**config.mk**
```make
export PLATFORM = sky130hd
export DESIGN_NAME = jpc_div_cell
export DESIGN_NICKNAME = d
export VERILOG_FILES = /design/src/rtl/jpc_pkg.sv /design/src/rtl/jpc_div_cell.sv
export SDC_FILE = /design/constraint.sdc
export NUM_CORES = 1
export LEC_CHECK = 0
export BUFFER_PORTS_ARGS = -buffer_cell sky130_fd_sc_hd__buf_4
export CAP_MARGIN = 20
export CORE_MARGIN = 3
export CORE_UTILIZATION = 50
export DETAILED_ROUTE_END_ITERATION = 8
export PLACE_DENSITY = 0.92
export SYNTH_ARGS = -nofsm -noshare
export SYNTH_HDL_FRONTEND = slang
export SYNTH_SLANG_ARGS = --single-unit
export TNS_END_PERCENT = 100
```
**constraint.sdc**
```tcl
create_clock -name clock -period 9.4 [get_ports clock]
set_input_delay 0.47 -clock clock [delete_from_list [all_inputs] [get_ports clock]]
set_output_delay 0.47 -clock clock [all_outputs]
set_load 0.05 [all_outputs]
```
**src/rtl/jpc_pkg.sv**
```systemverilog
// ============================================================================
// jpc_pkg : shared types and constants of the joystick polar converter
// widths, transaction structs, csr indexes and the cordic arctangent table
// ============================================================================
package jpc_pkg;

   // geometry of the conversion
   localparam int AXIS_BITS     = 10;
   localparam int CORDIC_STAGES = 16;

   // field widths
   localparam int POS_W      = 10;
   localparam int ANGLE_W    = 15;
   localparam int MAG_W      = 16;
   localparam int DZ_W       = 16;
   localparam int CSR_IDX_W  = 2;
   localparam int CSR_DATA_W = 16;

   // internal widths
   localparam int SPAN_W      = (AXIS_BITS > POS_W) ? AXIS_BITS : POS_W;
   localparam int QUO_BITS    = 16;              // q1.15 plus the bit for 1.0
   localparam int NORM_W      = QUO_BITS + 1;    // signed normalized axis
   localparam int SQ_W        = 2 * QUO_BITS - 1;
   localparam int SUM_W       = 2 * QUO_BITS;
   localparam int ROOT_STAGES = SUM_W / 2;
   localparam int VEC_STAGES  = (ROOT_STAGES > CORDIC_STAGES) ? ROOT_STAGES : CORDIC_STAGES;
   localparam int VEC_IDX_W   = $clog2(VEC_STAGES);
   localparam int CORD_W      = NORM_W + 8 + 2;
   localparam int ZW          = 32;
   localparam int ANG_FRAC    = 22;
   localparam int ANG_SHIFT   = ANG_FRAC - 6;
   localparam int ANG_RAW_W   = ZW - ANG_SHIFT;
   localparam int ATAN_DEPTH  = 24;
   localparam int ATAN_IDX_W  = $clog2(ATAN_DEPTH);

   localparam int ONE_Q15   = 32768;
   localparam int FULL_TURN = 23040;

   localparam logic signed [ZW-1:0] DEG180    = ZW'(180 << ANG_FRAC);
   localparam logic signed [ZW-1:0] ANG_ROUND = ZW'(1 << (ANG_FRAC - 7));

   // csr register indexes
   localparam logic [CSR_IDX_W-1:0] CSR_X_REST    = CSR_IDX_W'(0);
   localparam logic [CSR_IDX_W-1:0] CSR_Y_REST    = CSR_IDX_W'(1);
   localparam logic [CSR_IDX_W-1:0] CSR_DEAD_ZONE = CSR_IDX_W'(2);

   localparam logic [POS_W-1:0] X_REST_RST    = POS_W'(507);
   localparam logic [POS_W-1:0] Y_REST_RST    = POS_W'(503);
   localparam logic [DZ_W-1:0]  DEAD_ZONE_RST = DZ_W'(2621);

   // atan(2^-i) in 2^-22 degree
   localparam logic signed [ZW-1:0] ATAN_TAB [ATAN_DEPTH] = '{
      32'sd188743680, 32'sd111421900, 32'sd58872272, 32'sd29884485,
      32'sd15000234,  32'sd7507429,   32'sd3754631,  32'sd1877430,
      32'sd938729,    32'sd469366,    32'sd234683,   32'sd117342,
      32'sd58671,     32'sd29335,     32'sd14668,    32'sd7334,
      32'sd3667,      32'sd1833,      32'sd917,      32'sd458,
      32'sd229,       32'sd115,       32'sd57,       32'sd29
   };

   typedef struct packed {
      logic [POS_W-1:0] x_pos;
      logic [POS_W-1:0] y_pos;
   } req_type;

   typedef struct packed {
      logic [ANGLE_W-1:0] angle;
      logic [MAG_W-1:0]   magnitude;
   } rsp_type;

   // one axis inside the normalizing divider
   typedef struct packed {
      logic [SPAN_W:0]     rem;
      logic [SPAN_W:0]     dsor;
      logic [QUO_BITS-1:0] dvd;
      logic [QUO_BITS-1:0] quo;
      logic                neg;
      logic                zero;
   } div_lane_type;

   typedef struct packed {
      div_lane_type x;
      div_lane_type y;
   } div_item_type;

   // square root remainder/root plus cordic vector and angle
   typedef struct packed {
      logic [SUM_W-1:0]         v;
      logic [SUM_W-1:0]         r;
      logic signed [CORD_W-1:0] a;
      logic signed [CORD_W-1:0] b;
      logic signed [ZW-1:0]     z;
      logic                     zero;
   } vec_item_type;

endpackage

```
**src/rtl/jpc_div_cell.sv**
```systemverilog
// ============================================================================
// jpc_div_cell : one quotient bit of the axis normalizer
// restoring divide step on both axes, registered, with its own handshake
// ============================================================================
module jpc_div_cell (
   input  logic                  clock,
   input  logic                  reset,
   input  logic                  in_valid,
   output logic                  in_ready,
   input  jpc_pkg::div_item_type in_item,
   output logic                  out_valid,
   input  logic                  out_ready,
   output jpc_pkg::div_item_type out_item
);
   import jpc_pkg::*;

   logic         valid_ff, valid_in;
   div_item_type item_ff, item_in;

   function automatic div_lane_type div_step(input div_lane_type l);
      div_lane_type    o;
      logic [SPAN_W+1:0] trial;
      logic [SPAN_W+1:0] diff;
      o     = l;
      trial = {l.rem, l.dvd[QUO_BITS-1]};
      diff  = trial - {1'b0, l.dsor};
      o.dvd = {l.dvd[QUO_BITS-2:0], 1'b0};
      if (trial >= {1'b0, l.dsor}) begin
         o.rem = diff[SPAN_W:0];
         o.quo = {l.quo[QUO_BITS-2:0], 1'b1};
      end else begin
         o.rem = trial[SPAN_W:0];
         o.quo = {l.quo[QUO_BITS-2:0], 1'b0};
      end
      return o;
   endfunction

   always_comb begin
      in_ready = !valid_ff || out_ready;
      valid_in = in_ready ? in_valid : valid_ff;
      item_in  = item_ff;
      if (in_ready && in_valid) begin
         item_in.x = div_step(in_item.x);
         item_in.y = div_step(in_item.y);
      end
   end

   always_ff @(posedge clock) begin
      if (reset) begin
         valid_ff <= 1'b0;
      end else begin
         valid_ff <= valid_in;
      end
   end

   always_ff @(posedge clock) begin
      item_ff <= item_in;
   end

   assign out_valid = valid_ff;
   assign out_item  = item_ff;

endmodule

```
==> run_results.csv <==
group,metric,value,unit
layout,syn_to_final_growth,41.9,%
power,pwr_density_cell,176,mW/mm^2
detailed_routing,drt.antenna.violating_nets,0,
power,intPower,0.817,mW
detailed_routing,wirelength,13800,um
sta,post-route-min-period,2.88,ns
synthesis,synth_seq_cells,111,
setup_path,cp_slowest_cell,"o31ai_2",
setup_path,worst_setup_path_startpoint,"in_item[89]",
setup_path,cp_max_fo,7,
detailed_routing,drt_iter0_drc,166,
detailed_routing,post_drt_wl_per_cell,19.5,um
clock_tree,cts_setup_buffers,0,
sta,fin_crit_sh,30.7,%
die,pin_count,230,
sta,timing.fmax,347,MHz
synthesis,synth_seq_area_share,67.7,%
setup_path,timing_worst_setup_path_type,"in -> reg",
placement,dp_hpwl,10900,um
synthesis,synth-main-ff-cell,"edfxtp_1",
layout,layout.core_utilization,74.3,%
setup_path,timing.critical_path.mode_cell,"buf_4",
setup_path,cp_data_required_time,9.52,ns
clock_tree,clk_pin_slew_worst_paths,0.11,ns
synthesis,synth_edf_count,110,
clock_tree,post_cts_hold_buffer_count,0,
sta,timing_hold_violations_final,0,
run,drv_cap,0,
synthesis,async_set_or_reset_register_ratio_after_synthesis,0,%
setup_path,setup.worst_path.start_class,"input port",
worst_hold_path,hold_start,"reset",
die,floorplan.initialDensity,52.3,%
die,fp.dieArea,0.0110,sq mm
sta,setup_viol,0,
global_routing,grtUsageTotal,24.4,%
clock_tree,cts.htree.levels,3,
run_status,status,"finished, final reports clean",
sta,final.setup.tns,0,ns
sta,tightest_pin_transition,0.716,ns
die,die_x,105,um
clock_tree,worstSkewPairLatency,0.35,ns
power,switching_share,33.3,%
die,rows,35,
detailed_routing,vias,3704,
die,design.core.area,0.00937,sq mm
clock_tree,cts_tree,"done",
synthesis,synthesis.area,0.00491,sq mm
sta,finClkSkew,0.0130,ns
placement,place.gp.congestion,0.873,
layout,layout.nets,716,
clock_tree,post_cts.resized_instances,0,
detailed_routing,met1_length,5070,um
detailed_routing,drcViolationCount,0,
synthesis,yosysWarnings,0,
power,clock_power_share,23.1,%
clock_tree,clk_root_buffer_cell,"clkbuf_8",
power,vdd_drop_max,101,uV
synthesis,syn_inst,341,
clock_tree,tritoncts.num_buffers,9,
sta,report.final.slew_viol_count,0,
global_routing,grt_max_degree,87,
global_routing,antenna_found_initial,0,
global_routing,grt_pass1_wl,20700,um
detailed_routing,route.met3.wl,1200,um
setup_path,worst_path_largest_cell_delay,0.65,ns
setup_path,reg2reg_from,"out_valid",
layout,drive_gt1_share,45.1,%
detailed_routing,met2_wirelength,7220,um
global_routing,total_global_routing_overflow,0,
worst_hold_path,min_path_type,"in -> reg",
setup_path,worst_ep_arrival_time,3.00,ns
synthesis,synth.distinct_cells,50,
clock_tree,clock_sink_count,111,
synthesis,synth_area_per_cell,14.4,sq um
die,die_height,105,um
detailed_routing,highest_metal_layer_used_by_the_detailed_router,"met4",
power,power_switching,0.408,mW
global_routing,first_global_vias,3688,
sta,slew_headroom,52.0,%
power,static_power_due_to_leakage,3.04,nW
detailed_routing,first_pass_iters,4,
clock_tree,clock_path_buffers,2,
setup_path,cp-end-kind,"flip-flop",
sta,grt_setup_unrepaired,"no",
layout,antenna_cells_inserted,0,
power,combPwrFrac,28.0,%
detailed_routing,route.detailed.vias_per_inst,5.22,
power,p_seq_share,48.9,%
placement,placement.io_buffers,225,
setup_path,crit_path_cells,"buf_4 > inv_1 > ha_1 > fa_1 > nand2b_1 > a21oi_1 > a41oi_1 > o31ai_2 > buf_4 > mux2_2",
-- power by group through the flow --
stage	clock, mW	sequential, mW	combinational (mW)
global placement	0	0.609	0.329
floorplan	0	0.732	0.101
global route	0.310	0.602	0.361
CTS	0.290	0.600	0.340
detailed placement	0	0.611	0.339
finish	0.283	0.599	0.342
-- Yosys cell counts, types with 5 or more instances --
library cell,instances,share of area [%]
edfxtp_1,110,67
inv_1,35,2.7
ha_1,22,5.6
nor2_1,22,1.7
a21oi_1,20,2.0
o21ai_0,15,1.5
nand3_1,9,0.92
nand2_1,8,0.61
mux2_2,6,1.4
nor3_1,6,0.61
a211oi_1,5,0.77
a21o_1,5,0.77
mux2_4,5,1.5
o21a_1,5,0.77
-- kinds of logic after synthesis --
family          Yosys count  synth area share (%)
mux                      14                  3.52
other cells               1                0.0764
simple gates             68                  7.22
xor+xnor                  6                  1.07
buf+inv                  41                  3.67
compound gates           76                  10.3
flops                   111                  67.7
fa+ha+maj                24                  6.43
-- per-stage QoR --
step	hold slack [ns]	setup slack, ns	cell area, sq um	total power, mW	std cells
4_1_cts	0.234	6.54	6930	1.23	709
6_report	0.253	6.52	6960	1.22	710
3_5_place_dp	0.555	6.13	6740	0.950	693
3_3_place_gp	0.521	6.23	6740	0.938	693
5_1_grt	0.234	6.37	6960	1.27	710
2_1_floorplan	0.539	5.33	4910	0.833	342
-- sequential cells by signal, indices dropped and copies added (netlist names) --
name	count
out_valid	1
out_item	110
-- worst max-delay path, delay by kind of cell --
kind	cells	cell delay (ns)
mux	1	0.34
compound gates	3	0.95
simple gates	1	0.20
fa+ha+maj	2	0.63
buf+inv	3	0.41
-- metal layers --
metal,track usage (%),up-vias
met3,8.46,20
met5,0,-
li1,-,1763
met2,43.3,166
met1,27.0,1755
met4,8.43,0
-- path summary, 6_finish.rpt --
check / to / depth (start not counted) / slack (ns)
worst max-delay path: out_item[106] / 10 / 6.52
worst min-delay path: out_valid / 2 / 0.25
worst max register to register: out_item[47] / 4 / 7.56
worst min register to register: out_valid / 2 / 0.56
-- layout by cell type (no fill, tap or decap), types with 2 or more instances in the layout --
cell,n
mux2_2,6
o311ai_0,2
nand2b_1,4
a211o_1,3
o31ai_1,3
clkinv_8,2
xor2_1,2
nand3_1,9
mux2_4,5
fa_1,2
nand3b_1,2
or3_1,2
xnor2_1,4
conb_1,2
o211ai_1,4
buf_4,227
nor2_1,22
o21ai_0,15
nor3_1,6
a21oi_1,20
nand2_1,8
nor2b_1,4
o21a_1,5
and3_1,2
inv_6,3
nand4_1,3
inv_1,35
a41oi_1,3
a31oi_1,3
a21o_1,5
ha_1,22
mux2i_1,3
clkbuf_8,9
a211oi_1,5
edfxtp_1,110
-- area by class of cell --
type | instances | area [sq um]
Multi-Input combinational cell | 190 | 1410
Clock buffer | 9 | 124
Inverter | 36 | 138
Clock inverter | 7 | 75.1
Fill cell | 620 | 2410
Tap cell | 129 | 161
Sequential cell | 111 | 3320
Timing Repair Buffer | 228 | 1730
(Power assumes the default switching activity.)
