[config.mk]
export PLATFORM = sky130hd
export DESIGN_NAME = jpc_vec_cell
export DESIGN_NICKNAME = d
export VERILOG_FILES = /design/src/rtl/jpc_pkg.sv /design/src/rtl/jpc_vec_cell.sv
export SDC_FILE = /design/constraint.sdc
export NUM_CORES = 1
export LEC_CHECK = 0
export BUFFER_PORTS_ARGS = -buffer_cell sky130_fd_sc_hd__buf_4
export CAP_MARGIN = 20
export CORE_MARGIN = 5
export CORE_UTILIZATION = 35
export CTS_CLUSTER_DIAMETER = 100
export CTS_CLUSTER_SIZE = 30
export DETAILED_ROUTE_END_ITERATION = 8
export MAX_ROUTING_LAYER = met4
export SLEW_MARGIN = 25
export SYNTH_ARGS = -nofsm -noshare
export SYNTH_HDL_FRONTEND = slang
export SYNTH_SLANG_ARGS = --single-unit
[constraint.sdc]
create_clock -name clock -period 16.25 [get_ports clock]
set_input_delay 0.8125 -clock clock [delete_from_list [all_inputs] [get_ports clock]]
set_output_delay 0.8125 -clock clock [all_outputs]
set_load 0.1 [all_outputs]
[src/rtl/jpc_pkg.sv]
// ============================================================================
// jpc_pkg : shared types and constants of the joystick polar converter
// widths, transaction structs, csr indexes and the cordic arctangent table
// ============================================================================
package jpc_pkg;

   // geometry of the conversion
   localparam int AXIS_BITS     = 10;
   localparam int CORDIC_STAGES = 16;

   // field widths
   localparam int POS_W      = 10;
   localparam int ANGLE_W    = 15;
   localparam int MAG_W      = 16;
   localparam int DZ_W       = 16;
   localparam int CSR_IDX_W  = 2;
   localparam int CSR_DATA_W = 16;

   // internal widths
   localparam int SPAN_W      = (AXIS_BITS > POS_W) ? AXIS_BITS : POS_W;
   localparam int QUO_BITS    = 16;              // q1.15 plus the bit for 1.0
   localparam int NORM_W      = QUO_BITS + 1;    // signed normalized axis
   localparam int SQ_W        = 2 * QUO_BITS - 1;
   localparam int SUM_W       = 2 * QUO_BITS;
   localparam int ROOT_STAGES = SUM_W / 2;
   localparam int VEC_STAGES  = (ROOT_STAGES > CORDIC_STAGES) ? ROOT_STAGES : CORDIC_STAGES;
   localparam int VEC_IDX_W   = $clog2(VEC_STAGES);
   localparam int CORD_W      = NORM_W + 8 + 2;
   localparam int ZW          = 32;
   localparam int ANG_FRAC    = 22;
   localparam int ANG_SHIFT   = ANG_FRAC - 6;
   localparam int ANG_RAW_W   = ZW - ANG_SHIFT;
   localparam int ATAN_DEPTH  = 24;
   localparam int ATAN_IDX_W  = $clog2(ATAN_DEPTH);

   localparam int ONE_Q15   = 32768;
   localparam int FULL_TURN = 23040;

   localparam logic signed [ZW-1:0] DEG180    = ZW'(180 << ANG_FRAC);
   localparam logic signed [ZW-1:0] ANG_ROUND = ZW'(1 << (ANG_FRAC - 7));

   // csr register indexes
   localparam logic [CSR_IDX_W-1:0] CSR_X_REST    = CSR_IDX_W'(0);
   localparam logic [CSR_IDX_W-1:0] CSR_Y_REST    = CSR_IDX_W'(1);
   localparam logic [CSR_IDX_W-1:0] CSR_DEAD_ZONE = CSR_IDX_W'(2);

   localparam logic [POS_W-1:0] X_REST_RST    = POS_W'(507);
   localparam logic [POS_W-1:0] Y_REST_RST    = POS_W'(503);
   localparam logic [DZ_W-1:0]  DEAD_ZONE_RST = DZ_W'(2621);

   // atan(2^-i) in 2^-22 degree
   localparam logic signed [ZW-1:0] ATAN_TAB [ATAN_DEPTH] = '{
      32'sd188743680, 32'sd111421900, 32'sd58872272, 32'sd29884485,
      32'sd15000234,  32'sd7507429,   32'sd3754631,  32'sd1877430,
      32'sd938729,    32'sd469366,    32'sd234683,   32'sd117342,
      32'sd58671,     32'sd29335,     32'sd14668,    32'sd7334,
      32'sd3667,      32'sd1833,      32'sd917,      32'sd458,
      32'sd229,       32'sd115,       32'sd57,       32'sd29
   };

   typedef struct packed {
      logic [POS_W-1:0] x_pos;
      logic [POS_W-1:0] y_pos;
   } req_type;

   typedef struct packed {
      logic [ANGLE_W-1:0] angle;
      logic [MAG_W-1:0]   magnitude;
   } rsp_type;

   // one axis inside the normalizing divider
   typedef struct packed {
      logic [SPAN_W:0]     rem;
      logic [SPAN_W:0]     dsor;
      logic [QUO_BITS-1:0] dvd;
      logic [QUO_BITS-1:0] quo;
      logic                neg;
      logic                zero;
   } div_lane_type;

   typedef struct packed {
      div_lane_type x;
      div_lane_type y;
   } div_item_type;

   // square root remainder/root plus cordic vector and angle
   typedef struct packed {
      logic [SUM_W-1:0]         v;
      logic [SUM_W-1:0]         r;
      logic signed [CORD_W-1:0] a;
      logic signed [CORD_W-1:0] b;
      logic signed [ZW-1:0]     z;
      logic                     zero;
   } vec_item_type;

endpackage

[src/rtl/jpc_vec_cell.sv]
// ============================================================================
// jpc_vec_cell : one step of square root and cordic vectoring
// digit step of the root and one micro-rotation, registered, with handshake
// ============================================================================
module jpc_vec_cell (
   input  logic                          clock,
   input  logic                          reset,
   input  logic [jpc_pkg::VEC_IDX_W-1:0] stage_idx,
   input  logic                          in_valid,
   output logic                          in_ready,
   input  jpc_pkg::vec_item_type         in_item,
   output logic                          out_valid,
   input  logic                          out_ready,
   output jpc_pkg::vec_item_type         out_item
);
   import jpc_pkg::*;

   logic         valid_ff, valid_in;
   vec_item_type item_ff, item_in;
   vec_item_type step;
   logic [SUM_W-1:0]         rbit;
   logic [SUM_W-1:0]         trial;
   logic signed [CORD_W-1:0] sa, sb;
   logic signed [ZW-1:0]     at;

   always_comb begin
      step  = in_item;
      rbit  = SUM_W'(1) << (SUM_W - 2 - 2 * int'(stage_idx));
      trial = in_item.r + rbit;
      sa    = in_item.a >>> stage_idx;
      sb    = in_item.b >>> stage_idx;
      at    = ATAN_TAB[ATAN_IDX_W'(stage_idx)];
      // root digit
      if (int'(stage_idx) < ROOT_STAGES) begin
         if (in_item.v >= trial) begin
            step.v = in_item.v - trial;
            step.r = (in_item.r >> 1) + rbit;
         end else begin
            step.r = in_item.r >> 1;
         end
      end
      // micro-rotation toward the positive a axis
      if (int'(stage_idx) < CORDIC_STAGES) begin
         if (!in_item.b[CORD_W-1]) begin
            step.a = in_item.a + sb;
            step.b = in_item.b - sa;
            step.z = in_item.z + at;
         end else begin
            step.a = in_item.a - sb;
            step.b = in_item.b + sa;
            step.z = in_item.z - at;
         end
      end
   end

   always_comb begin
      in_ready = !valid_ff || out_ready;
      valid_in = in_ready ? in_valid : valid_ff;
      item_in  = (in_ready && in_valid) ? step : item_ff;
   end

   always_ff @(posedge clock) begin
      if (reset) begin
         valid_ff <= 1'b0;
      end else begin
         valid_ff <= valid_in;
      end
   end

   always_ff @(posedge clock) begin
      item_ff <= item_in;
   end

   assign out_valid = valid_ff;
   assign out_item  = item_ff;

endmodule

==> qor.csv <==
stage;metric;value;unit
die;initial_utilization;35.4;%
drt;vias_per_cell;5.60;
timing;relSlewSlack;34.1;%
drt;drt_wl_total;60500;µm
timing;fmaxAchievable;135;MHz
setup_path;worst-setup-path-type;primary input to register;
power_and_ir_drop;combinationalPowerShare;57.3;%
yosys;post_synth_inst_count;1960;
timing;grt_setup_unrepaired;no;
cts;cts_hold_repair_buffers;0;
layout;n_antenna_cell;0;
cts;clock_transition_at_the_registers_of_the_reported_paths;60;ps
drt;avgRoutedWirePerCell;20.9;µm
placed_design;post-dp-hpwl;48000;µm
power_and_ir_drop;sw_share;49.0;%
timing;finClkSkew;8.58;ps
layout;share_of_cells_above_drive_strength_1;21.1;%
layout;design.final.nets;2533;
timing;period_needed;7410;ps
drt;first_iter_violations;1228;
cts;ctsResizeCount;0;
grt;gr-usage-all-layers;21.8;%
cts;htreeDepth;4;
timing;timing_worst_slew_pin_value;988;ps
die;fp.dieArea;0.0553;mm²
power_and_ir_drop;power.net_switching;1.13;mW
layout;layout.filler_cells;4907;
power_and_ir_drop;max-vdd-ir-drop;0.0694;mV
cts;cts_setup_buffers;0;
cts;clock_latency_of_the_later_clocked_register_in_the_worst_skew_pair;500;ps
die;placement_rows;82;
drt;drtAntennaViolNets;0;
timing;report.final.hold_viol_count;0;
yosys;postSynth.topFlopCell;sky130_fd_sc_hd__edfxtp_1;
die;number_of_top_level_pins;312;
status;status;finished clean;
drt;route.detailed.drc;0;
yosys;post_synthesis_sequential_area_ratio;25.7;%
die;die_h;235;µm
cts;clockBufferDepth;2;
die;design.core.area;0.0502;mm²
timing;final.period_utilization;45.6;%
yosys;yosysUniqueCellTypes;86;
placed_design;placement.io_buffers;311;
setup_path;cp.arrival;7650;ps
timing;finalMaxSlewViolations;0;
grt;grt.met1_usage;26.3;%
power_and_ir_drop;clockPowerShare;18.6;%
cts;cts_num_sinks;152;
power_and_ir_drop;power.sequential.fraction;24.0;%
grt;grt.busiest_layer;met2;
setup_path;required;16490;ps
cts;tritoncts_clock_tree;built;
layout;postLayoutCoreUtil;42.4;%
die;chipWidth;235;µm
drt;via_count;16300;
power_and_ir_drop;internal_power;1.18;mW
grt;grt_pass1_vias;16200;
setup_path;worst-path-max-fanout;80;
timing;count_of_final_setup_violators;0;
job;timing.max_cap.violations;0;
timing;totalNegativeSetupSlack;0;ps
yosys;synth.ff_latch_count;152;
yosys;yosys_warnings;0;
layout;area.sequential;0.00455;mm²
layout;synthToLayoutAreaGrowth;19.8;%
yosys;syn-cell-area;0.0177;mm²
layout;multi_input_comb_area;0.0126;mm²
worst_hold_path;timing.hold.worst.class;primary input to register;
timing;hold_slack;470;ps
cts;cts-buffers-inserted;17;
yosys;syn-num-nets;2277;
placed_design;gp_congestion;0.952;
drt;drt_first_pass_iters;5;
power_and_ir_drop;cellPowerDensity;109;mW/mm²
yosys;post_synth.cell_area_avg;9.05;µm²
grt;met2_track_utilization_from_global_routing;36.6;%
power_and_ir_drop;leakagePower;8.74;nW
yosys;synth_edf_count;151;
grt;global_route_wire_length_before_repair;93100;µm
grt;antenna_found_initial;0;
setup_path;start_kind;primary input;
yosys;async_reset_ff_share;0;%
grt;overflow;0;
setup_path;crit_path_end_kind;register;
grt;grt_max_degree;90;
grt;grtUsageMet3;4.05;%
cts;ctsRootBufferMaster;sky130_fd_sc_hd__clkbuf_16;
-- cells in the final DEF, fill, tap and decap left out, types with 21 or more instances in the layout --
cell type	count
sky130_fd_sc_hd__a21oi_1	174
sky130_fd_sc_hd__a31oi_1	49
sky130_fd_sc_hd__nor2_1	164
sky130_fd_sc_hd__edfxtp_1	151
sky130_fd_sc_hd__and3_1	31
sky130_fd_sc_hd__nand3_1	28
sky130_fd_sc_hd__o21bai_1	21
sky130_fd_sc_hd__nor3_1	32
sky130_fd_sc_hd__xor2_1	92
sky130_fd_sc_hd__nor2b_1	23
sky130_fd_sc_hd__mux2i_1	41
sky130_fd_sc_hd__nand2_1	177
sky130_fd_sc_hd__nand2b_1	27
sky130_fd_sc_hd__o21ai_0	115
sky130_fd_sc_hd__a21o_1	53
sky130_fd_sc_hd__xnor2_1	141
sky130_fd_sc_hd__ha_1	154
sky130_fd_sc_hd__inv_1	49
sky130_fd_sc_hd__mux2_2	33
sky130_fd_sc_hd__o21a_1	21
sky130_fd_sc_hd__buf_4	324
sky130_fd_sc_hd__mux4_2	55
-- layer usage --
| metal | wire (µm) | part of all wire (%) |
|---|---|---|
| met4 | 2080 | 3.4 |
| met2 | 29600 | 49 |
| met5 | 0 | 0 |
| met3 | 3460 | 5.7 |
| met1 | 25400 | 42 |
-- registers in the layout, summed over array words and instances, names as in the netlist --
| name | count |
|---|---|
| out_valid | 1 |
| out_item | 151 |
-- worst paths after layout --
kind	start	endpoint	slack (ps)	cells after the start
hold / removal	reset	out_valid$_SDFFE_PP0N_	470	2
setup / recovery	stage_idx[1]	out_item[106]$_DFFE_PP_	8840	23
hold reg to reg	out_valid$_SDFFE_PP0N_	out_valid$_SDFFE_PP0N_	550	2
setup reg to reg	out_valid$_SDFFE_PP0N_	out_item[71]$_DFFE_PP_	14270	3
-- cells in the mapped netlist, types with 5 or more instances --
| cell type | n | area (µm²) |
|---|---|---|
| sky130_fd_sc_hd__ha_1 | 154 | 1930 |
| sky130_fd_sc_hd__a31oi_1 | 49 | 307 |
| sky130_fd_sc_hd__inv_1 | 49 | 184 |
| sky130_fd_sc_hd__xnor2_1 | 141 | 1230 |
| sky130_fd_sc_hd__mux4_2 | 55 | 1240 |
| sky130_fd_sc_hd__or2_2 | 8 | 50.1 |
| sky130_fd_sc_hd__buf_2 | 14 | 70.1 |
| sky130_fd_sc_hd__a21boi_0 | 11 | 82.6 |
| sky130_fd_sc_hd__a21oi_1 | 174 | 871 |
| sky130_fd_sc_hd__o211ai_1 | 12 | 90.1 |
| sky130_fd_sc_hd__nand2b_1 | 27 | 169 |
| sky130_fd_sc_hd__clkbuf_1 | 48 | 180 |
| sky130_fd_sc_hd__a211oi_1 | 20 | 150 |
| sky130_fd_sc_hd__o21bai_1 | 21 | 158 |
| sky130_fd_sc_hd__xor2_1 | 92 | 806 |
| sky130_fd_sc_hd__o21ai_0 | 115 | 576 |
| sky130_fd_sc_hd__buf_1 | 19 | 71.3 |
| sky130_fd_sc_hd__nor3_1 | 32 | 160 |
| sky130_fd_sc_hd__and3_1 | 31 | 194 |
| sky130_fd_sc_hd__a21o_1 | 53 | 398 |
| sky130_fd_sc_hd__o22ai_1 | 6 | 37.5 |
| sky130_fd_sc_hd__edfxtp_1 | 151 | 4530 |
| sky130_fd_sc_hd__o41ai_1 | 5 | 43.8 |
| sky130_fd_sc_hd__nor2_1 | 164 | 616 |
| sky130_fd_sc_hd__o21a_1 | 21 | 158 |
| sky130_fd_sc_hd__nor2b_1 | 23 | 144 |
| sky130_fd_sc_hd__mux2i_1 | 41 | 410 |
| sky130_fd_sc_hd__mux2_2 | 33 | 372 |
| sky130_fd_sc_hd__a311oi_1 | 6 | 52.6 |
| sky130_fd_sc_hd__or3_1 | 8 | 50.1 |
| sky130_fd_sc_hd__nand3_1 | 28 | 140 |
| sky130_fd_sc_hd__nor3b_1 | 5 | 37.5 |
| sky130_fd_sc_hd__and2_1 | 18 | 113 |
| sky130_fd_sc_hd__o31a_1 | 5 | 43.8 |
| sky130_fd_sc_hd__nand2_1 | 177 | 664 |
| sky130_fd_sc_hd__nand4_1 | 17 | 106 |
| sky130_fd_sc_hd__o2111ai_1 | 5 | 43.8 |
| sky130_fd_sc_hd__o31ai_1 | 14 | 105 |
-- critical path, stage by stage --
cell                        delay [ps]
sky130_fd_sc_hd__buf_6             560
sky130_fd_sc_hd__ha_1              460
sky130_fd_sc_hd__and3_1            260
sky130_fd_sc_hd__ha_1              180
sky130_fd_sc_hd__nand2_1            60
sky130_fd_sc_hd__maj3_1            380
sky130_fd_sc_hd__o21bai_1          330
sky130_fd_sc_hd__a31oi_1           240
sky130_fd_sc_hd__o41ai_1           690
sky130_fd_sc_hd__nor2_1            170
sky130_fd_sc_hd__o21bai_1          260
sky130_fd_sc_hd__xnor2_1           160
sky130_fd_sc_hd__ha_1              330
sky130_fd_sc_hd__a2111oi_0         500
sky130_fd_sc_hd__o21ai_1           130
sky130_fd_sc_hd__a311oi_1          300
sky130_fd_sc_hd__nor2_1            110
sky130_fd_sc_hd__a311o_1           360
sky130_fd_sc_hd__a21oi_1           420
sky130_fd_sc_hd__a221o_1           250
sky130_fd_sc_hd__buf_4             350
sky130_fd_sc_hd__nor2_1            120
sky130_fd_sc_hd__xor2_1            170
-- power groups by stage --
stage | Combinational, mW | Sequential, mW | Clock (mW)
floorplan | 0.539 | 1.04 | 0
global placement | 1.32 | 0.565 | 0
detailed placement | 1.32 | 0.564 | 0
CTS | 1.33 | 0.558 | 0.449
global route | 1.41 | 0.562 | 0.463
finish | 1.33 | 0.556 | 0.431
-- stage by stage --
| step | worst slack (ps) | cells | power [mW] | cell area (µm²) |
|---|---|---|---|---|
| 2_1_floorplan | 8560 | 1960 | 1.58 | 17700 |
| 3_3_place_gp | 8430 | 2869 | 1.88 | 20600 |
| 3_5_place_dp | 8150 | 2869 | 1.88 | 20600 |
| 4_1_cts | 8660 | 2901 | 2.33 | 21300 |
| 5_1_grt | 8260 | 2901 | 2.43 | 21300 |
| 6_report | 8840 | 2901 | 2.31 | 21300 |
-- logic make-up after synthesis --
group                      synth area share, %
xor gates and xnor gates                  11.5
AOI/OAI and AO/OA                         20.7
adders and majority gates                 11.4
and+or+nand+nor                           15.4
muxes                                     12.0
buffers and inverters                     3.32
DFF                                       25.7
-- layout make-up --
type	count	share of cell area, %
clock inverter	13	0.830
timing repair buffer	325	11.5
sequential	152	21.4
clock buffer	19	2.04
multi-input combinational	1668	59.3
inverter	52	0.918
tap	672	3.96
(Power assumes the default switching activity.)
